File: src/rtl/core/duc_pkg.sv
// Package for the door unlock controller: widths, command and result codes,
// the classified operation carried from the front end to the executor.
// Depends on nothing; every other file of the block imports it.
package duc_pkg;

   // Width of each unlock countdown (16 to 32 bits).
   localparam int TIMER_BITS = 32;
   localparam int CFG_BITS   = 32;
   localparam int CSR_IDX_BITS = 3;

   localparam int NUM_SRC  = 4;
   localparam int SRC_BITS = 2;
   localparam int unsigned SRC_CARD   = 0;
   localparam int unsigned SRC_EXIT   = 1;
   localparam int unsigned SRC_SNIB   = 2;
   localparam int unsigned SRC_REMOTE = 3;

   // Depth of the queue between the front end and the executor.
   localparam int QUEUE_DEPTH    = 2;
   localparam int QUEUE_PTR_BITS = (QUEUE_DEPTH > 1) ? $clog2(QUEUE_DEPTH) : 1;
   localparam int QUEUE_CNT_BITS = $clog2(QUEUE_DEPTH + 1);

   // Input command codes.
   localparam logic [3:0] CMD_TICK         = 4'd0;
   localparam logic [3:0] CMD_DOOR_OPEN    = 4'd1;
   localparam logic [3:0] CMD_DOOR_CLOSE   = 4'd2;
   localparam logic [3:0] CMD_EXIT_PRESS   = 4'd3;
   localparam logic [3:0] CMD_EXIT_LONG    = 4'd4;
   localparam logic [3:0] CMD_EXIT_RELEASE = 4'd5;
   localparam logic [3:0] CMD_SNIB_PRESS   = 4'd6;
   localparam logic [3:0] CMD_BATTERY      = 4'd7;
   localparam logic [3:0] CMD_MAINS        = 4'd8;
   localparam logic [3:0] CMD_WIFI         = 4'd9;
   localparam logic [3:0] CMD_SERVER       = 4'd10;
   localparam logic [3:0] CMD_CARD_SEEN    = 4'd11;
   localparam logic [3:0] CMD_CARD_RESULT  = 4'd12;
   localparam logic [3:0] CMD_REMOTE_SET   = 4'd13;

   // Configuration register indexes.
   localparam logic [CSR_IDX_BITS-1:0] CSR_CARD_TIME       = 3'd0;
   localparam logic [CSR_IDX_BITS-1:0] CSR_EXIT_TIME       = 3'd1;
   localparam logic [CSR_IDX_BITS-1:0] CSR_SNIB_TIME       = 3'd2;
   localparam logic [CSR_IDX_BITS-1:0] CSR_REMOTE_TIME     = 3'd3;
   localparam logic [CSR_IDX_BITS-1:0] CSR_EXIT_HOLD_TIME  = 3'd4;
   localparam logic [CSR_IDX_BITS-1:0] CSR_RELOCK_ON_OPEN  = 3'd5;
   localparam logic [CSR_IDX_BITS-1:0] CSR_LONG_EXIT_SNIBS = 3'd6;
   localparam logic [CSR_IDX_BITS-1:0] CSR_SNIB_ON_BATTERY = 3'd7;

   localparam logic [CFG_BITS-1:0] CARD_TIME_RESET   = 32'd5000;
   localparam logic [CFG_BITS-1:0] EXIT_TIME_RESET   = 32'd5000;
   localparam logic [CFG_BITS-1:0] SNIB_TIME_RESET   = 32'd600000;
   localparam logic [CFG_BITS-1:0] REMOTE_TIME_RESET = 32'd5000;

   // Result codes.
   localparam logic [1:0] LOCK_NONE     = 2'd0;
   localparam logic [1:0] LOCK_UNLOCKED = 2'd1;
   localparam logic [1:0] LOCK_LOCKED   = 2'd2;

   localparam logic [2:0] LED_FAST   = 3'd0;
   localparam logic [2:0] LED_MEDIUM = 3'd1;
   localparam logic [2:0] LED_DIM    = 3'd2;
   localparam logic [2:0] LED_BLINK  = 3'd3;
   localparam logic [2:0] LED_STEADY = 3'd4;

   localparam logic [3:0] EV_NONE           = 4'd0;
   localparam logic [3:0] EV_ONLINE_GRANT   = 4'd1;
   localparam logic [3:0] EV_ONLINE_DENY    = 4'd2;
   localparam logic [3:0] EV_OFFLINE_GRANT  = 4'd3;
   localparam logic [3:0] EV_OFFLINE_DENY   = 4'd4;
   localparam logic [3:0] EV_OPEN           = 4'd5;
   localparam logic [3:0] EV_CLOSED         = 4'd6;
   localparam logic [3:0] EV_EXIT           = 4'd7;
   localparam logic [3:0] EV_EXIT_IGNORED   = 4'd8;
   localparam logic [3:0] EV_SNIB_ON        = 4'd9;
   localparam logic [3:0] EV_SNIB_OFF       = 4'd10;
   localparam logic [3:0] EV_BATTERY        = 4'd11;
   localparam logic [3:0] EV_MAINS          = 4'd12;
   localparam logic [3:0] EV_CARD_SEEN      = 4'd13;

   // Beep codes: grant is 100 ms at 1000 Hz, deny 500 ms at 256 Hz,
   // acknowledge 100 ms at 500 Hz.
   localparam logic [1:0] BEEP_NONE  = 2'd0;
   localparam logic [1:0] BEEP_GRANT = 2'd1;
   localparam logic [1:0] BEEP_DENY  = 2'd2;
   localparam logic [1:0] BEEP_ACK   = 2'd3;

   localparam logic [1:0] AUTH_SRC_NONE    = 2'd0;
   localparam logic [1:0] AUTH_SRC_ONLINE  = 2'd1;
   localparam logic [1:0] AUTH_SRC_OFFLINE = 2'd2;

   typedef enum logic [3:0] {
      OP_NOP,
      OP_TICK,
      OP_DOOR_OPEN,
      OP_DOOR_CLOSE,
      OP_EXIT_PRESS,
      OP_EXIT_LONG,
      OP_EXIT_RELEASE,
      OP_SNIB_PRESS,
      OP_BATTERY,
      OP_MAINS,
      OP_WIFI,
      OP_SERVER,
      OP_CARD_SEEN,
      OP_CARD_RESULT,
      OP_REMOTE_SET
   } op_kind_type;

   typedef enum logic [1:0] {
      VERDICT_ONLINE_GRANT,
      VERDICT_ONLINE_DENY,
      VERDICT_OFFLINE_GRANT,
      VERDICT_OFFLINE_DENY
   } verdict_type;

   typedef struct packed {
      op_kind_type kind;
      logic        level_bit;
      verdict_type verdict;
      logic [7:0]  set_mask;
      logic [6:0]  set_values;
   } op_type;

   typedef struct packed {
      logic       relay_on;
      logic [1:0] lock_event;
      logic [2:0] led_mode;
      logic [3:0] event_code;
      logic [1:0] beep_code;
      logic [3:0] active_bits;
      logic [2:0] enable_bits;
      logic       door_is_open;
      logic       battery_power;
      logic       link_up;
      logic [1:0] auth_source;
   } rsp_type;

   // A reload beyond the countdown range saturates to the largest count.
   function automatic logic [TIMER_BITS-1:0] clamp_time(input logic [CFG_BITS-1:0] t);
      logic [TIMER_BITS-1:0] r;
      r = t[TIMER_BITS-1:0];
      if ((t >> TIMER_BITS) != '0) begin
         r = '1;
      end
      return r;
   endfunction

endpackage

File: src/rtl/core/duc_req_if.sv
// Request channel of the door unlock controller: one event item per handshake.
// Depends on duc_pkg.
interface duc_req_if;
   import duc_pkg::*;

   logic       valid;
   logic       ready;
   logic [3:0] cmd;
   logic       level_bit;
   logic       found_online;
   logic [7:0] online_level;
   logic [7:0] offline_level;
   logic [7:0] set_mask;
   logic [6:0] set_values;

   modport source (
      output valid, cmd, level_bit, found_online, online_level, offline_level,
             set_mask, set_values,
      input  ready
   );

   modport sink (
      input  valid, cmd, level_bit, found_online, online_level, offline_level,
             set_mask, set_values,
      output ready
   );
endinterface

File: src/rtl/core/duc_rsp_if.sv
// Response channel of the door unlock controller: one status item per event.
// Depends on duc_pkg.
interface duc_rsp_if;
   import duc_pkg::*;

   logic       valid;
   logic       ready;
   logic       relay_on;
   logic [1:0] lock_event;
   logic [2:0] led_mode;
   logic [3:0] event_code;
   logic [1:0] beep_code;
   logic [3:0] active_bits;
   logic [2:0] enable_bits;
   logic       door_is_open;
   logic       battery_power;
   logic       link_up;
   logic [1:0] auth_source;

   modport source (
      output valid, relay_on, lock_event, led_mode, event_code, beep_code,
             active_bits, enable_bits, door_is_open, battery_power, link_up,
             auth_source,
      input  ready
   );

   modport sink (
      input  valid, relay_on, lock_event, led_mode, event_code, beep_code,
             active_bits, enable_bits, door_is_open, battery_power, link_up,
             auth_source,
      output ready
   );
endinterface

File: src/rtl/core/duc_front.sv
// Front end of the door unlock controller: accepts event items and classifies
// them into operations for the queue. Depends on duc_pkg and duc_req_if.
module duc_front (
   duc_req_if.sink        req_ch,
   output logic           push_valid,
   input  logic           push_ready,
   output duc_pkg::op_type push_op
);
   import duc_pkg::*;

   op_kind_type kind;
   verdict_type verdict;

   always_comb begin
      unique case (req_ch.cmd)
         CMD_TICK:         kind = OP_TICK;
         CMD_DOOR_OPEN:    kind = OP_DOOR_OPEN;
         CMD_DOOR_CLOSE:   kind = OP_DOOR_CLOSE;
         CMD_EXIT_PRESS:   kind = OP_EXIT_PRESS;
         CMD_EXIT_LONG:    kind = OP_EXIT_LONG;
         CMD_EXIT_RELEASE: kind = OP_EXIT_RELEASE;
         CMD_SNIB_PRESS:   kind = OP_SNIB_PRESS;
         CMD_BATTERY:      kind = OP_BATTERY;
         CMD_MAINS:        kind = OP_MAINS;
         CMD_WIFI:         kind = OP_WIFI;
         CMD_SERVER:       kind = OP_SERVER;
         CMD_CARD_SEEN:    kind = OP_CARD_SEEN;
         CMD_CARD_RESULT:  kind = OP_CARD_RESULT;
         CMD_REMOTE_SET:   kind = OP_REMOTE_SET;
         default:          kind = OP_NOP;
      endcase
   end

   // The server answer takes precedence; the local table is used otherwise.
   always_comb begin
      if (req_ch.found_online) begin
         verdict = (req_ch.online_level != 8'd0) ? VERDICT_ONLINE_GRANT
                                                 : VERDICT_ONLINE_DENY;
      end else begin
         verdict = (req_ch.offline_level != 8'd0) ? VERDICT_OFFLINE_GRANT
                                                  : VERDICT_OFFLINE_DENY;
      end
   end

   assign push_valid         = req_ch.valid;
   assign req_ch.ready       = push_ready;
   assign push_op.kind       = kind;
   assign push_op.level_bit  = req_ch.level_bit;
   assign push_op.verdict    = verdict;
   assign push_op.set_mask   = req_ch.set_mask;
   assign push_op.set_values = req_ch.set_values;

endmodule

File: src/rtl/core/duc_queue.sv
// Short operation queue between the front end and the executor.
// Depends on duc_pkg.
module duc_queue (
   input  logic            clock,
   input  logic            reset,
   input  logic            push_valid,
   output logic            push_ready,
   input  duc_pkg::op_type push_op,
   output logic            pop_valid,
   input  logic            pop_ready,
   output duc_pkg::op_type pop_op
);
   import duc_pkg::*;

   localparam logic [QUEUE_PTR_BITS-1:0] LAST_PTR = QUEUE_PTR_BITS'(QUEUE_DEPTH - 1);
   localparam logic [QUEUE_CNT_BITS-1:0] FULL_CNT = QUEUE_CNT_BITS'(QUEUE_DEPTH);

   op_type                    entry_ff [QUEUE_DEPTH];
   logic [QUEUE_PTR_BITS-1:0] wr_ptr_ff, wr_ptr_in;
   logic [QUEUE_PTR_BITS-1:0] rd_ptr_ff, rd_ptr_in;
   logic [QUEUE_CNT_BITS-1:0] count_ff, count_in;
   logic                      do_push, do_pop;

   assign push_ready = (count_ff != FULL_CNT);
   assign pop_valid  = (count_ff != '0);
   assign pop_op     = entry_ff[rd_ptr_ff];
   assign do_push    = push_valid && push_ready;
   assign do_pop     = pop_valid && pop_ready;

   always_comb begin
      wr_ptr_in = wr_ptr_ff;
      rd_ptr_in = rd_ptr_ff;
      count_in  = count_ff;
      if (do_push) begin
         wr_ptr_in = (wr_ptr_ff == LAST_PTR) ? '0 : wr_ptr_ff + 1'b1;
      end
      if (do_pop) begin
         rd_ptr_in = (rd_ptr_ff == LAST_PTR) ? '0 : rd_ptr_ff + 1'b1;
      end
      if (do_push && !do_pop) begin
         count_in = count_ff + 1'b1;
      end else if (do_pop && !do_push) begin
         count_in = count_ff - 1'b1;
      end
   end

   always_ff @(posedge clock) begin
      if (reset) begin
         wr_ptr_ff <= '0;
         rd_ptr_ff <= '0;
         count_ff  <= '0;
      end else begin
         wr_ptr_ff <= wr_ptr_in;
         rd_ptr_ff <= rd_ptr_in;
         count_ff  <= count_in;
      end
   end

   always_ff @(posedge clock) begin
      if (do_push) begin
         entry_ff[wr_ptr_ff] <= push_op;
      end
   end

`ifndef ASSERT_OFF
   a_count_bound: assert property (@(posedge clock) disable iff (reset)
      count_ff <= FULL_CNT)
      else $error("queue count beyond depth");

   a_count_track: assert property (@(posedge clock) disable iff (reset)
      (do_push && !do_pop) |=> (count_ff == $past(count_ff) + 1'b1))
      else $error("queue count did not follow a lone push");
`endif

endmodule

File: src/rtl/core/duc_exec.sv
// Executor of the door unlock controller: holds the unlock sources, countdowns,
// flags and configuration, and registers one result item per operation.
// Depends on duc_pkg and duc_rsp_if.
module duc_exec (
   input  logic                              clock,
   input  logic                              reset,
   input  logic                              pop_valid,
   output logic                              pop_ready,
   input  duc_pkg::op_type                   pop_op,
   input  logic                              csr_we,
   input  logic [duc_pkg::CSR_IDX_BITS-1:0]  csr_index,
   input  logic [duc_pkg::CFG_BITS-1:0]      csr_wdata,
   duc_rsp_if.source                         rsp_ch
);
   import duc_pkg::*;

   // Configuration.
   logic [CFG_BITS-1:0] time_ff [NUM_SRC];
   logic [CFG_BITS-1:0] hold_time_ff;
   logic                relock_on_open_ff, long_exit_snibs_ff, snib_on_battery_ff;

   // Controller state.
   logic [TIMER_BITS-1:0] rem_ff [NUM_SRC];
   logic [TIMER_BITS-1:0] rem_in [NUM_SRC];
   logic [NUM_SRC-1:0]    act_ff, act_in;
   logic [2:0]            en_ff, en_in;
   logic                  door_ff, door_in, batt_ff, batt_in;
   logic                  wifi_ff, wifi_in, srv_ff, srv_in;
   logic [1:0]            auth_ff, auth_in;
   logic                  unlocked_ff, unlocked_in;

   // Output register.
   logic    rsp_valid_ff, rsp_valid_in;
   rsp_type rsp_ff, rsp_in;

   logic               fire, snib_ok, link;
   logic [3:0]         ev;
   logic [1:0]         beep, lock_ev;
   logic [2:0]         led;
   logic [NUM_SRC-1:0] src_mask, src_vals;
   logic [2:0]         en_mask;

   assign pop_ready = !rsp_valid_ff || rsp_ch.ready;
   assign fire      = pop_valid && pop_ready;
   assign snib_ok   = en_ff[SRC_SNIB] && (!batt_ff || snib_on_battery_ff);
   assign src_mask  = pop_op.set_mask[6:3];
   assign src_vals  = pop_op.set_values[6:3];
   assign en_mask   = pop_op.set_mask[2:0];

   always_comb begin
      rem_in  = rem_ff;
      act_in  = act_ff;
      en_in   = en_ff;
      door_in = door_ff;
      batt_in = batt_ff;
      wifi_in = wifi_ff;
      srv_in  = srv_ff;
      auth_in = auth_ff;
      ev      = EV_NONE;
      beep    = BEEP_NONE;

      unique case (pop_op.kind)
         OP_TICK: begin
            for (int s = 0; s < NUM_SRC; s++) begin
               if (act_ff[s[SRC_BITS-1:0]]) begin
                  if (rem_ff[s[SRC_BITS-1:0]] == '0) begin
                     act_in[s[SRC_BITS-1:0]] = 1'b0;
                     if (s == SRC_CARD) begin
                        auth_in = AUTH_SRC_NONE;
                     end
                  end else begin
                     rem_in[s[SRC_BITS-1:0]] = rem_ff[s[SRC_BITS-1:0]] - 1'b1;
                  end
               end
            end
         end
         OP_DOOR_OPEN: begin
            if (relock_on_open_ff) begin
               act_in[SRC_EXIT] = 1'b0;
               if (act_ff[SRC_CARD]) begin
                  act_in[SRC_CARD] = 1'b0;
                  auth_in          = AUTH_SRC_NONE;
               end
            end
            door_in = 1'b1;
            ev      = EV_OPEN;
         end
         OP_DOOR_CLOSE: begin
            door_in = 1'b0;
            ev      = EV_CLOSED;
         end
         OP_EXIT_PRESS: begin
            if (en_ff[SRC_EXIT]) begin
               act_in[SRC_EXIT] = 1'b1;
               rem_in[SRC_EXIT] = clamp_time(time_ff[SRC_EXIT]);
               ev               = EV_EXIT;
            end else begin
               ev = EV_EXIT_IGNORED;
            end
         end
         OP_EXIT_LONG: begin
            if (long_exit_snibs_ff) begin
               if (act_ff[SRC_SNIB]) begin
                  beep             = BEEP_ACK;
                  act_in[SRC_SNIB] = 1'b0;
                  act_in[SRC_EXIT] = 1'b0;
                  ev               = EV_SNIB_OFF;
               end else if (snib_ok) begin
                  beep             = BEEP_GRANT;
                  act_in[SRC_SNIB] = 1'b1;
                  rem_in[SRC_SNIB] = clamp_time(time_ff[SRC_SNIB]);
                  act_in[SRC_EXIT] = 1'b0;
                  ev               = EV_SNIB_ON;
               end
            end
         end
         OP_EXIT_RELEASE: begin
            if (act_ff[SRC_EXIT] && (hold_time_ff != '0)) begin
               rem_in[SRC_EXIT] = clamp_time(hold_time_ff);
            end
         end
         OP_SNIB_PRESS: begin
            if (act_ff[SRC_SNIB]) begin
               act_in[SRC_SNIB] = 1'b0;
               ev               = EV_SNIB_OFF;
            end else if (snib_ok) begin
               act_in[SRC_SNIB] = 1'b1;
               rem_in[SRC_SNIB] = clamp_time(time_ff[SRC_SNIB]);
               ev               = EV_SNIB_ON;
            end
         end
         OP_BATTERY: begin
            batt_in = 1'b1;
            ev      = EV_BATTERY;
         end
         OP_MAINS: begin
            batt_in = 1'b0;
            ev      = EV_MAINS;
         end
         OP_WIFI:   wifi_in = pop_op.level_bit;
         OP_SERVER: srv_in  = pop_op.level_bit;
         OP_CARD_SEEN: begin
            beep = BEEP_ACK;
            ev   = EV_CARD_SEEN;
         end
         OP_CARD_RESULT: begin
            if (!en_ff[SRC_CARD]) begin
               beep = BEEP_DENY;
            end else begin
               unique case (pop_op.verdict)
                  VERDICT_ONLINE_GRANT: begin
                     act_in[SRC_CARD] = 1'b1;
                     rem_in[SRC_CARD] = clamp_time(time_ff[SRC_CARD]);
                     auth_in          = AUTH_SRC_ONLINE;
                     beep             = BEEP_GRANT;
                     ev               = EV_ONLINE_GRANT;
                  end
                  VERDICT_OFFLINE_GRANT: begin
                     act_in[SRC_CARD] = 1'b1;
                     rem_in[SRC_CARD] = clamp_time(time_ff[SRC_CARD]);
                     auth_in          = AUTH_SRC_OFFLINE;
                     beep             = BEEP_GRANT;
                     ev               = EV_OFFLINE_GRANT;
                  end
                  VERDICT_ONLINE_DENY: begin
                     beep = BEEP_DENY;
                     ev   = EV_ONLINE_DENY;
                  end
                  default: begin
                     beep = BEEP_DENY;
                     ev   = EV_OFFLINE_DENY;
                  end
               endcase
            end
         end
         OP_REMOTE_SET: begin
            en_in = (en_ff & ~en_mask) | (pop_op.set_values[2:0] & en_mask);
            for (int s = 0; s < NUM_SRC; s++) begin
               if (src_mask[s[SRC_BITS-1:0]]) begin
                  act_in[s[SRC_BITS-1:0]] = src_vals[s[SRC_BITS-1:0]];
                  if (src_vals[s[SRC_BITS-1:0]]) begin
                     rem_in[s[SRC_BITS-1:0]] = clamp_time(time_ff[s[SRC_BITS-1:0]]);
                     if (s == SRC_CARD) begin
                        beep = BEEP_GRANT;
                     end
                  end
               end
            end
            // Snib renewal looks at the snib after the set above.
            if (pop_op.set_mask[7] && act_in[SRC_SNIB]) begin
               rem_in[SRC_SNIB] = clamp_time(time_ff[SRC_SNIB]);
            end
         end
         default: begin
         end
      endcase

      lock_ev     = LOCK_NONE;
      unlocked_in = unlocked_ff;
      if (act_in != '0) begin
         unlocked_in = 1'b1;
         if (!unlocked_ff) begin
            lock_ev = LOCK_UNLOCKED;
         end
      end else if (unlocked_ff) begin
         unlocked_in = 1'b0;
         lock_ev     = LOCK_LOCKED;
      end

      link = wifi_in && srv_in;
      if (act_in[SRC_CARD] || act_in[SRC_EXIT]) begin
         led = LED_FAST;
      end else if (act_in[SRC_SNIB] || act_in[SRC_REMOTE]) begin
         led = LED_MEDIUM;
      end else if (batt_in) begin
         led = LED_DIM;
      end else if (!link) begin
         led = LED_BLINK;
      end else begin
         led = LED_STEADY;
      end

      rsp_in.relay_on      = unlocked_in;
      rsp_in.lock_event    = lock_ev;
      rsp_in.led_mode      = led;
      rsp_in.event_code    = ev;
      rsp_in.beep_code     = beep;
      rsp_in.active_bits   = act_in;
      rsp_in.enable_bits   = en_in;
      rsp_in.door_is_open  = door_in;
      rsp_in.battery_power = batt_in;
      rsp_in.link_up       = link;
      rsp_in.auth_source   = auth_in;

      rsp_valid_in = rsp_valid_ff;
      if (fire) begin
         rsp_valid_in = 1'b1;
      end else if (rsp_ch.ready) begin
         rsp_valid_in = 1'b0;
      end
   end

   always_ff @(posedge clock) begin
      if (reset) begin
         time_ff[SRC_CARD]   <= CARD_TIME_RESET;
         time_ff[SRC_EXIT]   <= EXIT_TIME_RESET;
         time_ff[SRC_SNIB]   <= SNIB_TIME_RESET;
         time_ff[SRC_REMOTE] <= REMOTE_TIME_RESET;
         hold_time_ff        <= '0;
         relock_on_open_ff   <= 1'b0;
         long_exit_snibs_ff  <= 1'b1;
         snib_on_battery_ff  <= 1'b0;
      end else if (csr_we) begin
         unique case (csr_index)
            CSR_CARD_TIME:       time_ff[SRC_CARD]   <= csr_wdata;
            CSR_EXIT_TIME:       time_ff[SRC_EXIT]   <= csr_wdata;
            CSR_SNIB_TIME:       time_ff[SRC_SNIB]   <= csr_wdata;
            CSR_REMOTE_TIME:     time_ff[SRC_REMOTE] <= csr_wdata;
            CSR_EXIT_HOLD_TIME:  hold_time_ff        <= csr_wdata;
            CSR_RELOCK_ON_OPEN:  relock_on_open_ff   <= csr_wdata[0];
            CSR_LONG_EXIT_SNIBS: long_exit_snibs_ff  <= csr_wdata[0];
            CSR_SNIB_ON_BATTERY: snib_on_battery_ff  <= csr_wdata[0];
            default: begin
            end
         endcase
      end
   end

   always_ff @(posedge clock) begin
      if (reset) begin
         for (int s = 0; s < NUM_SRC; s++) begin
            rem_ff[s[SRC_BITS-1:0]] <= '0;
         end
         act_ff       <= '0;
         en_ff        <= '1;
         door_ff      <= 1'b0;
         batt_ff      <= 1'b0;
         wifi_ff      <= 1'b0;
         srv_ff       <= 1'b0;
         auth_ff      <= AUTH_SRC_NONE;
         unlocked_ff  <= 1'b0;
         rsp_valid_ff <= 1'b0;
      end else begin
         rsp_valid_ff <= rsp_valid_in;
         if (fire) begin
            rem_ff      <= rem_in;
            act_ff      <= act_in;
            en_ff       <= en_in;
            door_ff     <= door_in;
            batt_ff     <= batt_in;
            wifi_ff     <= wifi_in;
            srv_ff      <= srv_in;
            auth_ff     <= auth_in;
            unlocked_ff <= unlocked_in;
         end
      end
   end

   always_ff @(posedge clock) begin
      if (fire) begin
         rsp_ff <= rsp_in;
      end
   end

   assign rsp_ch.valid         = rsp_valid_ff;
   assign rsp_ch.relay_on      = rsp_ff.relay_on;
   assign rsp_ch.lock_event    = rsp_ff.lock_event;
   assign rsp_ch.led_mode      = rsp_ff.led_mode;
   assign rsp_ch.event_code    = rsp_ff.event_code;
   assign rsp_ch.beep_code     = rsp_ff.beep_code;
   assign rsp_ch.active_bits   = rsp_ff.active_bits;
   assign rsp_ch.enable_bits   = rsp_ff.enable_bits;
   assign rsp_ch.door_is_open  = rsp_ff.door_is_open;
   assign rsp_ch.battery_power = rsp_ff.battery_power;
   assign rsp_ch.link_up       = rsp_ff.link_up;
   assign rsp_ch.auth_source   = rsp_ff.auth_source;

`ifndef ASSERT_OFF
   a_relay_matches_sources: assert property (@(posedge clock) disable iff (reset)
      rsp_valid_ff |-> (rsp_ff.relay_on == (rsp_ff.active_bits != '0)))
      else $error("relay does not follow the unlock sources");

   a_unlock_event_relay: assert property (@(posedge clock) disable iff (reset)
      (rsp_valid_ff && (rsp_ff.lock_event == LOCK_UNLOCKED)) |-> rsp_ff.relay_on)
      else $error("unlock reported with the relay off");

   a_steady_led: assert property (@(posedge clock) disable iff (reset)
      (rsp_valid_ff && (rsp_ff.led_mode == LED_STEADY))
         |-> (rsp_ff.link_up && !rsp_ff.battery_power))
      else $error("steady LED without link or on battery");

   a_state_follows_result: assert property (@(posedge clock) disable iff (reset)
      fire |=> (unlocked_ff == rsp_ff.relay_on))
      else $error("lock state and last result disagree");
`endif

endmodule

File: src/rtl/core/door_unlock_controller.sv
// Top level of the door unlock controller: front end, operation queue and
// executor. Depends on duc_pkg, duc_req_if, duc_rsp_if and the core modules.
//
// Usage. Each request item carries one event: a millisecond tick, a door or
// button event, a power or link change, a card sighting, a card lookup result
// or a remote state set. Every accepted item yields exactly one response item
// with the relay, lock transition, LED mode, event and beep codes and the
// status flags as they stand after that event.
// The configuration port writes one register per cycle when csr_we is high;
// it is meant to be written while no item is in flight.
// A response item passes through the queue and then the output register before
// it is valid. The block takes one item per cycle while the receiver keeps
// ready high; the executor updates all four countdowns and the flags together
// for each operation, so its step sets the rate.
// When the receiver stalls, the result waits in the output register and the
// queue of two entries keeps accepting until full, then req_ch.ready falls.
// Reset is synchronous and active high: sources inactive, countdowns zero,
// all sources enabled, flags clear, configuration at its default values.
module door_unlock_controller (
   input  logic                              clock,
   input  logic                              reset,
   duc_req_if.sink                           req_ch,
   duc_rsp_if.source                         rsp_ch,
   input  logic                              csr_we,
   input  logic [duc_pkg::CSR_IDX_BITS-1:0]  csr_index,
   input  logic [duc_pkg::CFG_BITS-1:0]      csr_wdata
);
   import duc_pkg::*;

   // Front end to queue.
   logic   push_valid, push_ready;
   op_type push_op;

   // Queue to executor.
   logic   pop_valid, pop_ready;
   op_type pop_op;

   // The front end decodes the command and settles the card verdict.
   duc_front u_front (
      .req_ch     (req_ch),
      .push_valid (push_valid),
      .push_ready (push_ready),
      .push_op    (push_op)
   );

   // The queue lets the front end keep taking items while the executor waits.
   duc_queue u_queue (
      .clock      (clock),
      .reset      (reset),
      .push_valid (push_valid),
      .push_ready (push_ready),
      .push_op    (push_op),
      .pop_valid  (pop_valid),
      .pop_ready  (pop_ready),
      .pop_op     (pop_op)
   );

   // The executor owns all controller state and the registered response.
   duc_exec u_exec (
      .clock     (clock),
      .reset     (reset),
      .pop_valid (pop_valid),
      .pop_ready (pop_ready),
      .pop_op    (pop_op),
      .csr_we    (csr_we),
      .csr_index (csr_index),
      .csr_wdata (csr_wdata),
      .rsp_ch    (rsp_ch)
   );

endmodule

File: src/flat_wrapper.sv
// flat-port wrapper written by rule: the top's interface ports become plain ports
module door_unlock_controller_flat import duc_pkg::*;
  (clock, reset, csr_we, csr_index, csr_wdata, req_ch_valid, req_ch_cmd, req_ch_level_bit, req_ch_found_online, req_ch_online_level, req_ch_offline_level, req_ch_set_mask, req_ch_set_values, req_ch_ready, rsp_ch_valid, rsp_ch_relay_on, rsp_ch_lock_event, rsp_ch_led_mode, rsp_ch_event_code, rsp_ch_beep_code, rsp_ch_active_bits, rsp_ch_enable_bits, rsp_ch_door_is_open, rsp_ch_battery_power, rsp_ch_link_up, rsp_ch_auth_source, rsp_ch_ready);
  duc_req_if req_ch_i ();
  duc_rsp_if rsp_ch_i ();
  input  logic clock;
  input  logic reset;
  input  logic csr_we;
  input  logic [duc_pkg::CSR_IDX_BITS-1:0] csr_index;
  input  logic [duc_pkg::CFG_BITS-1:0] csr_wdata;
  input wire logic [$bits(req_ch_i.valid)-1:0] req_ch_valid;
  input wire logic [$bits(req_ch_i.cmd)-1:0] req_ch_cmd;
  input wire logic [$bits(req_ch_i.level_bit)-1:0] req_ch_level_bit;
  input wire logic [$bits(req_ch_i.found_online)-1:0] req_ch_found_online;
  input wire logic [$bits(req_ch_i.online_level)-1:0] req_ch_online_level;
  input wire logic [$bits(req_ch_i.offline_level)-1:0] req_ch_offline_level;
  input wire logic [$bits(req_ch_i.set_mask)-1:0] req_ch_set_mask;
  input wire logic [$bits(req_ch_i.set_values)-1:0] req_ch_set_values;
  output wire logic [$bits(req_ch_i.ready)-1:0] req_ch_ready;
  output wire logic [$bits(rsp_ch_i.valid)-1:0] rsp_ch_valid;
  output wire logic [$bits(rsp_ch_i.relay_on)-1:0] rsp_ch_relay_on;
  output wire logic [$bits(rsp_ch_i.lock_event)-1:0] rsp_ch_lock_event;
  output wire logic [$bits(rsp_ch_i.led_mode)-1:0] rsp_ch_led_mode;
  output wire logic [$bits(rsp_ch_i.event_code)-1:0] rsp_ch_event_code;
  output wire logic [$bits(rsp_ch_i.beep_code)-1:0] rsp_ch_beep_code;
  output wire logic [$bits(rsp_ch_i.active_bits)-1:0] rsp_ch_active_bits;
  output wire logic [$bits(rsp_ch_i.enable_bits)-1:0] rsp_ch_enable_bits;
  output wire logic [$bits(rsp_ch_i.door_is_open)-1:0] rsp_ch_door_is_open;
  output wire logic [$bits(rsp_ch_i.battery_power)-1:0] rsp_ch_battery_power;
  output wire logic [$bits(rsp_ch_i.link_up)-1:0] rsp_ch_link_up;
  output wire logic [$bits(rsp_ch_i.auth_source)-1:0] rsp_ch_auth_source;
  input wire logic [$bits(rsp_ch_i.ready)-1:0] rsp_ch_ready;
  assign req_ch_i.valid = req_ch_valid;
  assign req_ch_i.cmd = req_ch_cmd;
  assign req_ch_i.level_bit = req_ch_level_bit;
  assign req_ch_i.found_online = req_ch_found_online;
  assign req_ch_i.online_level = req_ch_online_level;
  assign req_ch_i.offline_level = req_ch_offline_level;
  assign req_ch_i.set_mask = req_ch_set_mask;
  assign req_ch_i.set_values = req_ch_set_values;
  assign req_ch_ready = req_ch_i.ready;
  assign rsp_ch_valid = rsp_ch_i.valid;
  assign rsp_ch_relay_on = rsp_ch_i.relay_on;
  assign rsp_ch_lock_event = rsp_ch_i.lock_event;
  assign rsp_ch_led_mode = rsp_ch_i.led_mode;
  assign rsp_ch_event_code = rsp_ch_i.event_code;
  assign rsp_ch_beep_code = rsp_ch_i.beep_code;
  assign rsp_ch_active_bits = rsp_ch_i.active_bits;
  assign rsp_ch_enable_bits = rsp_ch_i.enable_bits;
  assign rsp_ch_door_is_open = rsp_ch_i.door_is_open;
  assign rsp_ch_battery_power = rsp_ch_i.battery_power;
  assign rsp_ch_link_up = rsp_ch_i.link_up;
  assign rsp_ch_auth_source = rsp_ch_i.auth_source;
  assign rsp_ch_i.ready = rsp_ch_ready;
  door_unlock_controller u_core (.clock(clock), .reset(reset), .req_ch(req_ch_i), .rsp_ch(rsp_ch_i), .csr_we(csr_we), .csr_index(csr_index), .csr_wdata(csr_wdata));
endmodule
File: config.mk
export PLATFORM = sky130hd
export DESIGN_NAME = door_unlock_controller_flat
export DESIGN_NICKNAME = d
export VERILOG_FILES = /design/src/rtl/core/duc_pkg.sv /design/src/rtl/core/duc_req_if.sv /design/src/rtl/core/duc_rsp_if.sv /design/src/rtl/core/duc_front.sv /design/src/rtl/core/duc_queue.sv /design/src/rtl/core/duc_exec.sv /design/src/rtl/core/door_unlock_controller.sv /design/src/flat_wrapper.sv
export SDC_FILE = /design/constraint.sdc
export NUM_CORES = 1
export LEC_CHECK = 0
export BUFFER_PORTS_ARGS = -buffer_cell sky130_fd_sc_hd__buf_2
export CAP_MARGIN = 20
export CORE_ASPECT_RATIO = 0.5
export CORE_MARGIN = 2
export CORE_UTILIZATION = 55
export DETAILED_ROUTE_END_ITERATION = 6
export GPL_ROUTABILITY_DRIVEN = 0
export GPL_TIMING_DRIVEN = 0
export HOLD_SLACK_MARGIN = 0.15
export MAX_ROUTING_LAYER = met4
export PLACE_DENSITY = 0.73
export SYNTH_ARGS = -nofsm -noshare
export SYNTH_HDL_FRONTEND = slang
export SYNTH_SLANG_ARGS = --single-unit
File: constraint.sdc
create_clock -name clock -period 3.5 [get_ports clock]
set_clock_uncertainty 0.05 [all_clocks]
set_input_delay 0.35 -clock clock [delete_from_list [all_inputs] [get_ports clock]]
set_output_delay 0.35 -clock clock [all_outputs]
set_load 0.05 [all_outputs]
* Word level (Yosys, flattened, before mapping)
Memories as Yosys holds them, arrays and structs flattened. A register that Yosys moved wholly into a read port is not among the register bits.
Cells that the tools add are included.
** Storage, ports and cells
- Register bits after elaboration :: 206
- RAM bits :: 172
- Memory bits (read-only) :: 64
- Input port bits :: 77
- Output and inout bits :: 26
- Word-level logic and storage cells :: 264
- Memories kept :: 3
** Memories
- u_core.u_exec.time_ff :: words 4, bits a word 32, rd ports 4, clocked after Yosys merged registers in 0, wr ports 4, RTL line duc_exec.sv:18 : logic [CFG_BITS-1:0] time_ff [NUM_SRC];
- (no name shown) :: words 16, bits a word 4, rd ports 1, clocked after Yosys merged registers in 0, wr ports 0, RTL line duc_front.sv:15 : unique case (req_ch.cmd)
- u_core.u_queue.entry_ff :: words 2, bits a word 22, rd ports 1, clocked after Yosys merged registers in 1, wr ports 1, RTL line duc_queue.sv:18 : op_type entry_ff [QUEUE_DEPTH];
** Operators by class
- Add/sub/neg operators :: 8
- Eq/ne operators :: 45
- Muxes and demuxes :: 123
- Bitwise operators :: 8
- Reduce and logical (&&, ||, !) cells :: 44
** Operators with widths (number)
- two-way mux 32 bit :: 28
- case mux 32 bit (4 select lines) :: 2
- logical NOT 32 bit :: 4
- subtractor 32 x 1 -> 32 bit, second input constant :: 4
- case mux 32 bit (3 select lines) :: 1
- case mux 32 bit (2 select lines) :: 1
- two-way mux 1 bit :: 54
- two-way mux 2 bit :: 19
- case mux 4 bit (9 select lines) :: 1
- != test 2 bit, second input constant :: 17
- nonzero test 32 bit :: 1
- equality test 4 bit, second input constant :: 7
- equality test 4 x 3 -> 1 bit, second input constant :: 4
- two-way mux 4 bit :: 4
- AND reduction 8 bit :: 2
- nonzero test 8 bit :: 2
- equality test 3 bit, second input constant :: 4
- nonzero test 4 bit :: 3
- two-way mux 3 bit :: 3
- case mux 3 bit (3 select lines) :: 1
- equality test 4 x 2 -> 1 bit, second input constant :: 2
- logical AND 1 bit :: 8
- case mux 1 bit (4 select lines) :: 2
- case mux 2 bit (4 select lines) :: 1
- 30 further kinds :: 53

* Logic depth before layout (Yosys ltp)
Gate-level depths: netlist of the first run.
- Word-level depth :: 9
- Gate-level depth with buffers :: 11
- Gate-level depth less buffers :: 8

* Cells and area by module
From an unflattened synthesis of the first run, not the netlist that was laid out.
** Unflattened totals
- Cells, all modules :: 1979
- Area total of the unflattened synthesis :: 18660.4 um^2
** Modules (own cells, without submodules)
- duc_exec :: instances 1, cells an instance 1847, area each 16563.4 um^2, sequential area each 8127.8 um^2
- duc_queue :: instances 1, cells an instance 92, area each 1801.7 um^2, sequential area each 1421.4 um^2
- duc_front :: instances 1, cells an instance 40, area each 295.3 um^2, sequential area each 0.0 um^2

* Worst setup path before layout of the first run
OpenSTA, ideal clock, no wires.
- Path type :: reg-to-reg
- From :: reg u_core.u_exec.rem_ff[96] (netlist bit)
- To :: reg u_core.u_exec.rsp_ff (netlist bit u_core.u_exec.rsp_ch.lock_event[0]) (data pin)
- Library setup time :: 0.271 ns
- Arrival :: 2.387 ns
- Data required time :: 3.179 ns
- Slack :: 0.792 ns
- Stages on the path, launching flop included :: 9
- Path buffers :: 0
- Clock period less this slack :: 2.708 ns
- Cells stage by stage :: dfxtp_1 inv_1 ha_1 or3b_2 nor4_1 a41oi_1 a2111o_1 a211oi_1 a21oi_1
** On the way
- Cells in the longest elaborated chain, start to end :: 6
** RTL lines
- start, declared :: RTL line duc_exec.sv:23 : logic [TIMER_BITS-1:0] rem_ff [NUM_SRC];
- start signal, assigned :: RTL line duc_exec.sv:286 : rem_ff <= rem_in;
- logical NOT 32 bit :: RTL line duc_exec.sv:66 : if (rem_ff[s[SRC_BITS-1:0]] == '0) begin
- two-way mux 1 bit :: RTL line duc_exec.sv:66
- two-way mux 1 bit :: RTL line duc_exec.sv:65 : if (act_ff[s[SRC_BITS-1:0]]) begin
- case mux 1 bit (4 select lines) :: RTL line duc_exec.sv:62 : unique case (pop_op.kind)
- nonzero test 4 bit :: RTL line duc_exec.sv:200 : if (act_in != '0) begin
- two-way mux 2 bit :: RTL line duc_exec.sv:200
- end signal, assigned :: RTL line duc_exec.sv:301 : rsp_ff <= rsp_in;
- end, declared :: RTL line duc_exec.sv:34 : rsp_type rsp_ff, rsp_in;
No other way between the ends.
A chain may end at the register's enable or synchronous reset.

* Final worst setup path of the first run
- From :: reg u_core.u_exec.rem_ff[57] (netlist bit)
- To :: reg u_core.u_exec.rem_ff[51] (netlist bit)
** On the way
- Cells in the longest elaborated chain, start to end :: 3
** RTL lines (RTL line)
- logical NOT 32 bit :: duc_exec.sv:66
- != test 2 bit (no source line)
- AND reduction 7 bit (no source line)
No other way between the ends.

==> impl_metrics.env, run 1 <==
export IMPL_drc=0
export IMPL_dieArea_um2=35400
export IMPL_yosysMostFrequentCell="edfxtp_1"
export IMPL_ys_seq_elements=379
export IMPL_n_fill_cell=2665
export IMPL_h_tree_depth=2
export IMPL_critical_path_class="flop to flop"
export IMPL_setup_violations_final=0
export IMPL_cp_start_kind="flop"
export IMPL_final_nets=2213
export IMPL_synth_top_area_cell="edfxtp_1"
export IMPL_synth_top_area_share_pct=31.6
export IMPL_totalWireLength_um=64500
export IMPL_cts_sink_count=379
export IMPL_ys_flop_type="edfxtp_1"
export IMPL_synth_edff_count=196
export IMPL_first_iter_violations=2613
export IMPL_vias=17400
export IMPL_row_count=47
export IMPL_final_period_utilization_pct=98.9
export IMPL_cts_tree="built"
export IMPL_final_hold_viol_count=0
export IMPL_clock_latency_ps=550
export IMPL_final_area_um2=21600
export IMPL_postRouteAntennaNets=0
export IMPL_synth_area_leaders="edfxtp_1, dfxtp_1, a21oi_1"
export IMPL_core_um2=33200
export IMPL_dp_hpwl_um=44200
export IMPL_wire_per_inst_um=24.9
export IMPL_ys_types=91
export IMPL_tightest_slew_ps=1130
export IMPL_die_w_um=264
export IMPL_final_setup_tns_ps=0
export IMPL_hp_class="primary input to flop"
export IMPL_cp_data_required_time_ps=3860
export IMPL_ys_warn_count=0
export IMPL_seq_area_frac_synth_pct=51.3
export IMPL_rsz0062_at_grt="true"
export IMPL_arrival_ps=3820
export IMPL_clk_path_buf_depth=3
export IMPL_maxCapViolCount=0
export IMPL_async_reset_ff_share_pct=0
export IMPL_pin_count=103
export IMPL_grtUsageTotal_pct=36.9
export IMPL_grt_pass1_vias=15800
export IMPL_place_area_um2=19800
export IMPL_syn_inst=1926
export IMPL_outcome="finished, final reports clean"
export IMPL_dieHeight_um=134
export IMPL_synth_avg_cell_area_um2=9.67
export IMPL_path_clk_slew_ps=70
export IMPL_powerDensity_nw_per_um2=951
export IMPL_period_minus_slack_ps=3460
export IMPL_maxSlewHeadroom_pct=24.8
export IMPL_antenna_found_initial=3
export IMPL_start_util_pct=56.1
export IMPL_end_kind="flop"
export IMPL_layout_drive_gt1_share_pct=11.2
export IMPL_drv_slew=0
export IMPL_clockRootBuffer="clkbuf_16"
export IMPL_power_leakage_uw=0.00792
export IMPL_overflow=0
export IMPL_io_buffers=102
export IMPL_grt_pass1_wl_um=96000
export IMPL_ir_drop_uv=527
export IMPL_grt_max_degree=34
export IMPL_crit_fanout=10
export IMPL_syn_area_um2=18600
export IMPL_fmax_mhz=289
export IMPL_syn_num_nets=2016
export IMPL_dr_pass1_iters=6
export IMPL_synth_common_cells="edfxtp_1, nand2_1, dfxtp_1"
export IMPL_cts_buffers_inserted=35
export IMPL_syn2layout_area_growth_pct=15.8
export IMPL_vias_per_cell=6.70
what timing repair did:
| item | CTS | global route |
|---|---|---|
| cloned | 0 | 0 |
| endpoints found under the setup margin | 54 | 55 |
| resized for setup | 5 | 11 |
| hold buffers | 50 | 0 |
| endpoints found under the hold margin | 76 | 0 |
| setup buffers | 2 | 1 |
| pin swaps | 1 | 2 |
layer usage:
metal,global-route usage [%],vias to the layer above,share of wire [%]
li1,-,7713,-
met1,50.5,8271,41
met2,51.3,1233,41
met3,12.6,167,15
met4,12.1,0,3.5
met5,-,-,0
power by group:
group / total [uW] / internal [uW] / switching [uW] / leakage [uW]
Sequential: 5950 / 5450 / 501 / 0.00337
Clock: 3960 / 2200 / 1750 / 0.000549
Combinational: 10600 / 3620 / 6970 / 0.00400
placed cells by master, fill, tap and decap left out, types with 61 or more instances in the layout:
master	Yosys	routed
o21ai_0	103	101
a21oi_1	150	150
clkbuf_1	101	111
nor2_1	120	119
buf_2	19	121
and2_1	116	116
nand3_1	61	61
nor3_1	68	67
edfxtp_1	196	196
nand2_1	195	195
dfxtp_1	183	183
cell type report:
type                    instances  area (um2)  area share, %
plain buffers                 128         515           2.39
clock buffers                  54         998           4.63
clock inverters                10         136          0.633
flip-flops and latches        379        9550           44.3
repair buffers                163        1180           5.50
inverters                      33         124          0.575
diodes                          2        5.00         0.0232
multi-input cells            1383        8490           39.4
well taps                     441         552           2.56
through the flow:
| stage | power, uW | hold WS [ps] | setup slack, ps | cells | util, % |
|---|---|---|---|---|---|
| after detailed placement | 15900 | 419 | -239 | 2475 | 59.8 |
| after floorplan | 13200 | 398 | 792 | 1926 | - |
| after global routing | 21500 | 157 | -13.9 | 2593 | 65.0 |
| after global placement | 15800 | 409 | -327 | 2469 | 59.3 |
| final | 20500 | 161 | 38.8 | 2593 | 65.0 |
| after CTS | 20000 | 150 | 46.9 | 2590 | 64.8 |
critical path, cell delays in order (launching register included):
cell,delay (ps)
dfxtp_1,370
or4_1,640
or3_1,420
nor4_4,670
o21bai_1,390
nand2_2,340
buf_2,320
o31ai_1,120
worst paths after layout:
path / slack (ps) / startpoint / endpoint / cells after the start
setup / recovery: 40 / u_core.u_exec.rem_ff[57] / u_core.u_exec.rem_ff[51] / 7
hold / removal: 160 / csr_wdata[4] / u_core.u_exec.hold_time_ff[4] / 3
setup reg to reg: 40 / u_core.u_exec.rem_ff[57] / u_core.u_exec.rem_ff[51] / 7
hold reg to reg: 430 / u_core.u_exec.rem_ff[125] / u_core.u_exec.rem_ff[125] / 1
sequential cells by signal, indices dropped and copies added (netlist names), 2 cells and up, named ones only:
signal and count:
u_core.u_exec.rsp_ch.led_mode 3, u_core.u_exec.time_ff 128, u_core.u_exec.act_ff 4, u_core.u_exec.rsp_ch.auth_source 2, u_core.u_exec.rem_ff 128, u_core.u_exec.hold_time_ff 32
u_core.u_exec.en_ff 3, u_core.u_exec.rsp_ch.enable_bits 3, u_core.u_exec.rsp_ch.beep_code 2, u_core.u_exec.rsp_ch.active_bits 4, u_core.u_exec.rsp_ch.lock_event 2, u_core.u_exec.auth_ff 2
u_core.u_queue.entry_ff 44, u_core.u_queue.count_ff 2, u_core.u_exec.rsp_ch.event_code 4
cells by family (layout without fill, tap and decap cells):
group / count (synthesis) / count (layout) / synth area share (%)
xor+xnor: 4 / 4 / 0.188
buf+inv: 164 / 388 / 3.47
compound gates: 569 / 569 / 20.9
other cells: 0 / 2 / 0
simple gates: 771 / 771 / 21.8
fa+ha+maj: 13 / 13 / 0.874
mux: 26 / 26 / 1.46
flops: 379 / 379 / 51.3
No activity file was read; power rests on OpenSTA's default activity.
==> run 2, diff against run 1 <==
--- a/config.mk
+++ b/config.mk
@@ -12,7 +12,6 @@
 export CORE_UTILIZATION = 55
 export DETAILED_ROUTE_END_ITERATION = 6
 export GPL_ROUTABILITY_DRIVEN = 0
-export GPL_TIMING_DRIVEN = 0
 export HOLD_SLACK_MARGIN = 0.15
 export MAX_ROUTING_LAYER = met4
 export PLACE_DENSITY = 0.73
==> run 2 against run 1 <==
Effect of this change: final cell count fell by 2.7%; critical path depth grew 1; non-clock buffer count shrank 75; wire length is 15% lower; maximum frequency increased by 3.4%; core utilization is 0.20 points lower; final area decreased by 0.31%; sequential share of layout area increased by 0.14 points; count of clock-buffer cells in the layout fell by 2; flip-flop and latch count unchanged; highest routed layer unchanged.
==> impl_metrics.env, run 2 (synthesis results as in run 1) <==
export IMPL_start_util_pct=56.1
export IMPL_slowest_stage="or3b_2"
export IMPL_tightest_slew_ps=1050
export IMPL_rsz0062_at_grt="false"
export IMPL_setup_violations_final=0
export IMPL_final_period_utilization_pct=95.6
export IMPL_final_setup_tns_ps=0
export IMPL_final_cell_mix="edfxtp_1, nand2_1, dfxtp_1, a21oi_1, nor2_1"
export IMPL_end_kind="flop"
export IMPL_largestRegisters="u_core.u_exec.rem_ff x128, u_core.u_exec.time_ff x128, u_core.u_queue.entry_ff x44"
export IMPL_setup_ws_ps=153
export IMPL_cts_sink_count=379
export IMPL_grt_max_degree=86
export IMPL_slowest_delay_ps=520
export IMPL_p_total_uw=20400
export IMPL_grt_pass1_wl_um=84300
export IMPL_cts_buffers_inserted=36
export IMPL_io_buffers=102
export IMPL_final_cells=2523
export IMPL_core_um2=33200
export IMPL_postCtsSetupRepairBufs=0
export IMPL_drv_slew=0
export IMPL_cts_tree="built"
export IMPL_pin_count=103
export IMPL_maxSlewHeadroom_pct=30.2
export IMPL_fmax_mhz=299
export IMPL_hp_class="primary input to flop"
export IMPL_layout_commonest_cell="edfxtp_1"
export IMPL_row_count=47
export IMPL_clock_latency_ps=540
export IMPL_critical_path_class="flop to flop"
export IMPL_dp_hpwl_um=34900
export IMPL_crit_fanout=5
export IMPL_powerDensity_nw_per_um2=947
export IMPL_overflow=0
export IMPL_vias=16400
export IMPL_dr_pass1_iters=6
export IMPL_dieHeight_um=134
export IMPL_grt_pass1_vias=14700
export IMPL_cp_data_required_time_ps=3720
export IMPL_power_leakage_uw=0.00797
export IMPL_layout_drive_gt1_share_pct=13.5
export IMPL_outcome="finished, final reports clean"
export IMPL_dieArea_um2=35400
export IMPL_crit_chain="inv_1, ha_1, or3b_2, nor4_2, a41oi_2, a2111o_1, a211oi_1, a21oi_1"
export IMPL_cp_start_kind="flop"
export IMPL_post_place_ws_ps=153
export IMPL_fin_hold_ws_ps=174
export IMPL_syn2layout_area_growth_pct=15.4
export IMPL_postRouteAntennaNets=0
export IMPL_clk_path_buf_depth=3
export IMPL_period_minus_slack_ps=3350
export IMPL_arrival_ps=3570
export IMPL_wire_per_inst_um=21.7
export IMPL_first_iter_violations=2410
export IMPL_final_nets=2139
export IMPL_drc=0
export IMPL_final_hold_viol_count=0
export IMPL_h_tree_depth=2
export IMPL_vias_per_cell=6.50
export IMPL_totalWireLength_um=54700
export IMPL_antenna_found_initial=2
export IMPL_path_clk_slew_ps=70
export IMPL_die_w_um=264
export IMPL_maxCapViolCount=0
export IMPL_ir_drop_uv=551
export IMPL_clockRootBuffer="clkbuf_16"
export IMPL_dp_cells=2401
export IMPL_grtUsageTotal_pct=31.4
==> run 2: cell types whose count changed in the layout (fill, tap and decap cells not counted), sizes merged <==
cell      change
bufinv        +1
buf          +25
diode         +3
inv           +1
clkinvlp      +1
clkbuf      -102
clkinv        +1
==> run 2: cell type report <==
class | count | area (um2)
Clock buffer | 52 | 1030
Tap cell | 441 | 552
Timing Repair Buffer | 216 | 1560
Clock inverter | 14 | 183
Antenna cell | 5 | 12.5
Inverter | 33 | 124
Fill cell | 2684 | 11700
Multi-Input combinational cell | 1383 | 8470
Sequential cell | 379 | 9550
==> run 2: worst paths after layout <==
check | startpoint | to | slack (ps) | cells past startpoint
setup reg to reg | u_core.u_exec.rem_ff[96] | u_core.u_exec.rsp_ch.lock_event[0] | 150 | 8
setup / recovery | u_core.u_exec.rem_ff[96] | u_core.u_exec.rsp_ch.lock_event[0] | 150 | 8
hold / removal | csr_wdata[0] | u_core.u_exec.hold_time_ff[0] | 170 | 3
hold reg to reg | u_core.u_exec.hold_time_ff[19] | u_core.u_exec.hold_time_ff[19] | 420 | 2
==> run 2: per-layer routing <==
layer | vias to the layer above | global-route usage [%] | routed length [um] | share of wire, %
met3 | 103 | 7.21 | 5820 | 11
met1 | 7844 | 45.3 | 24100 | 44
met2 | 876 | 44.1 | 23200 | 42
li1 | 7575 | - | - | -
met4 | 0 | 9.41 | 1650 | 3.0
met5 | - | - | 0 | 0
==> run 2: power breakdown <==
part           total [uW]  internal (uW)  switching [uW]
Sequential           5970           5450             516
Combinational       10300           3770            6510
Clock                4110           2360            1750
Total               20400          11600            8770
==> run 2: worst max-delay path, delay by kind of cell, from the launching register on <==
family / cells / cell delay (ps)
compound gates: 4 / 1440
buf+inv: 1 / 100
simple gates: 2 / 1000
flops: 1 / 320
fa+ha+maj: 1 / 180
==> run 2: timing repair <==
item                                    CTS  global route
gates resized for setup                   0             1
endpoints found under the hold margin    73             0
hold buffers                             50             0
endpoints found under the setup margin    0             5
==> run 2: per-stage QoR <==
| step | cell area [um2] | utilization (%) |
|---|---|---|
| 4_1_cts | 21400 | 64.7 |
| 5_1_grt | 21500 | 64.8 |
| 6_report | 21500 | 64.8 |
| 3_5_place_dp | 19700 | 59.5 |
| 2_1_floorplan | 18600 | - |
| 3_3_place_gp | 19700 | 59.5 |
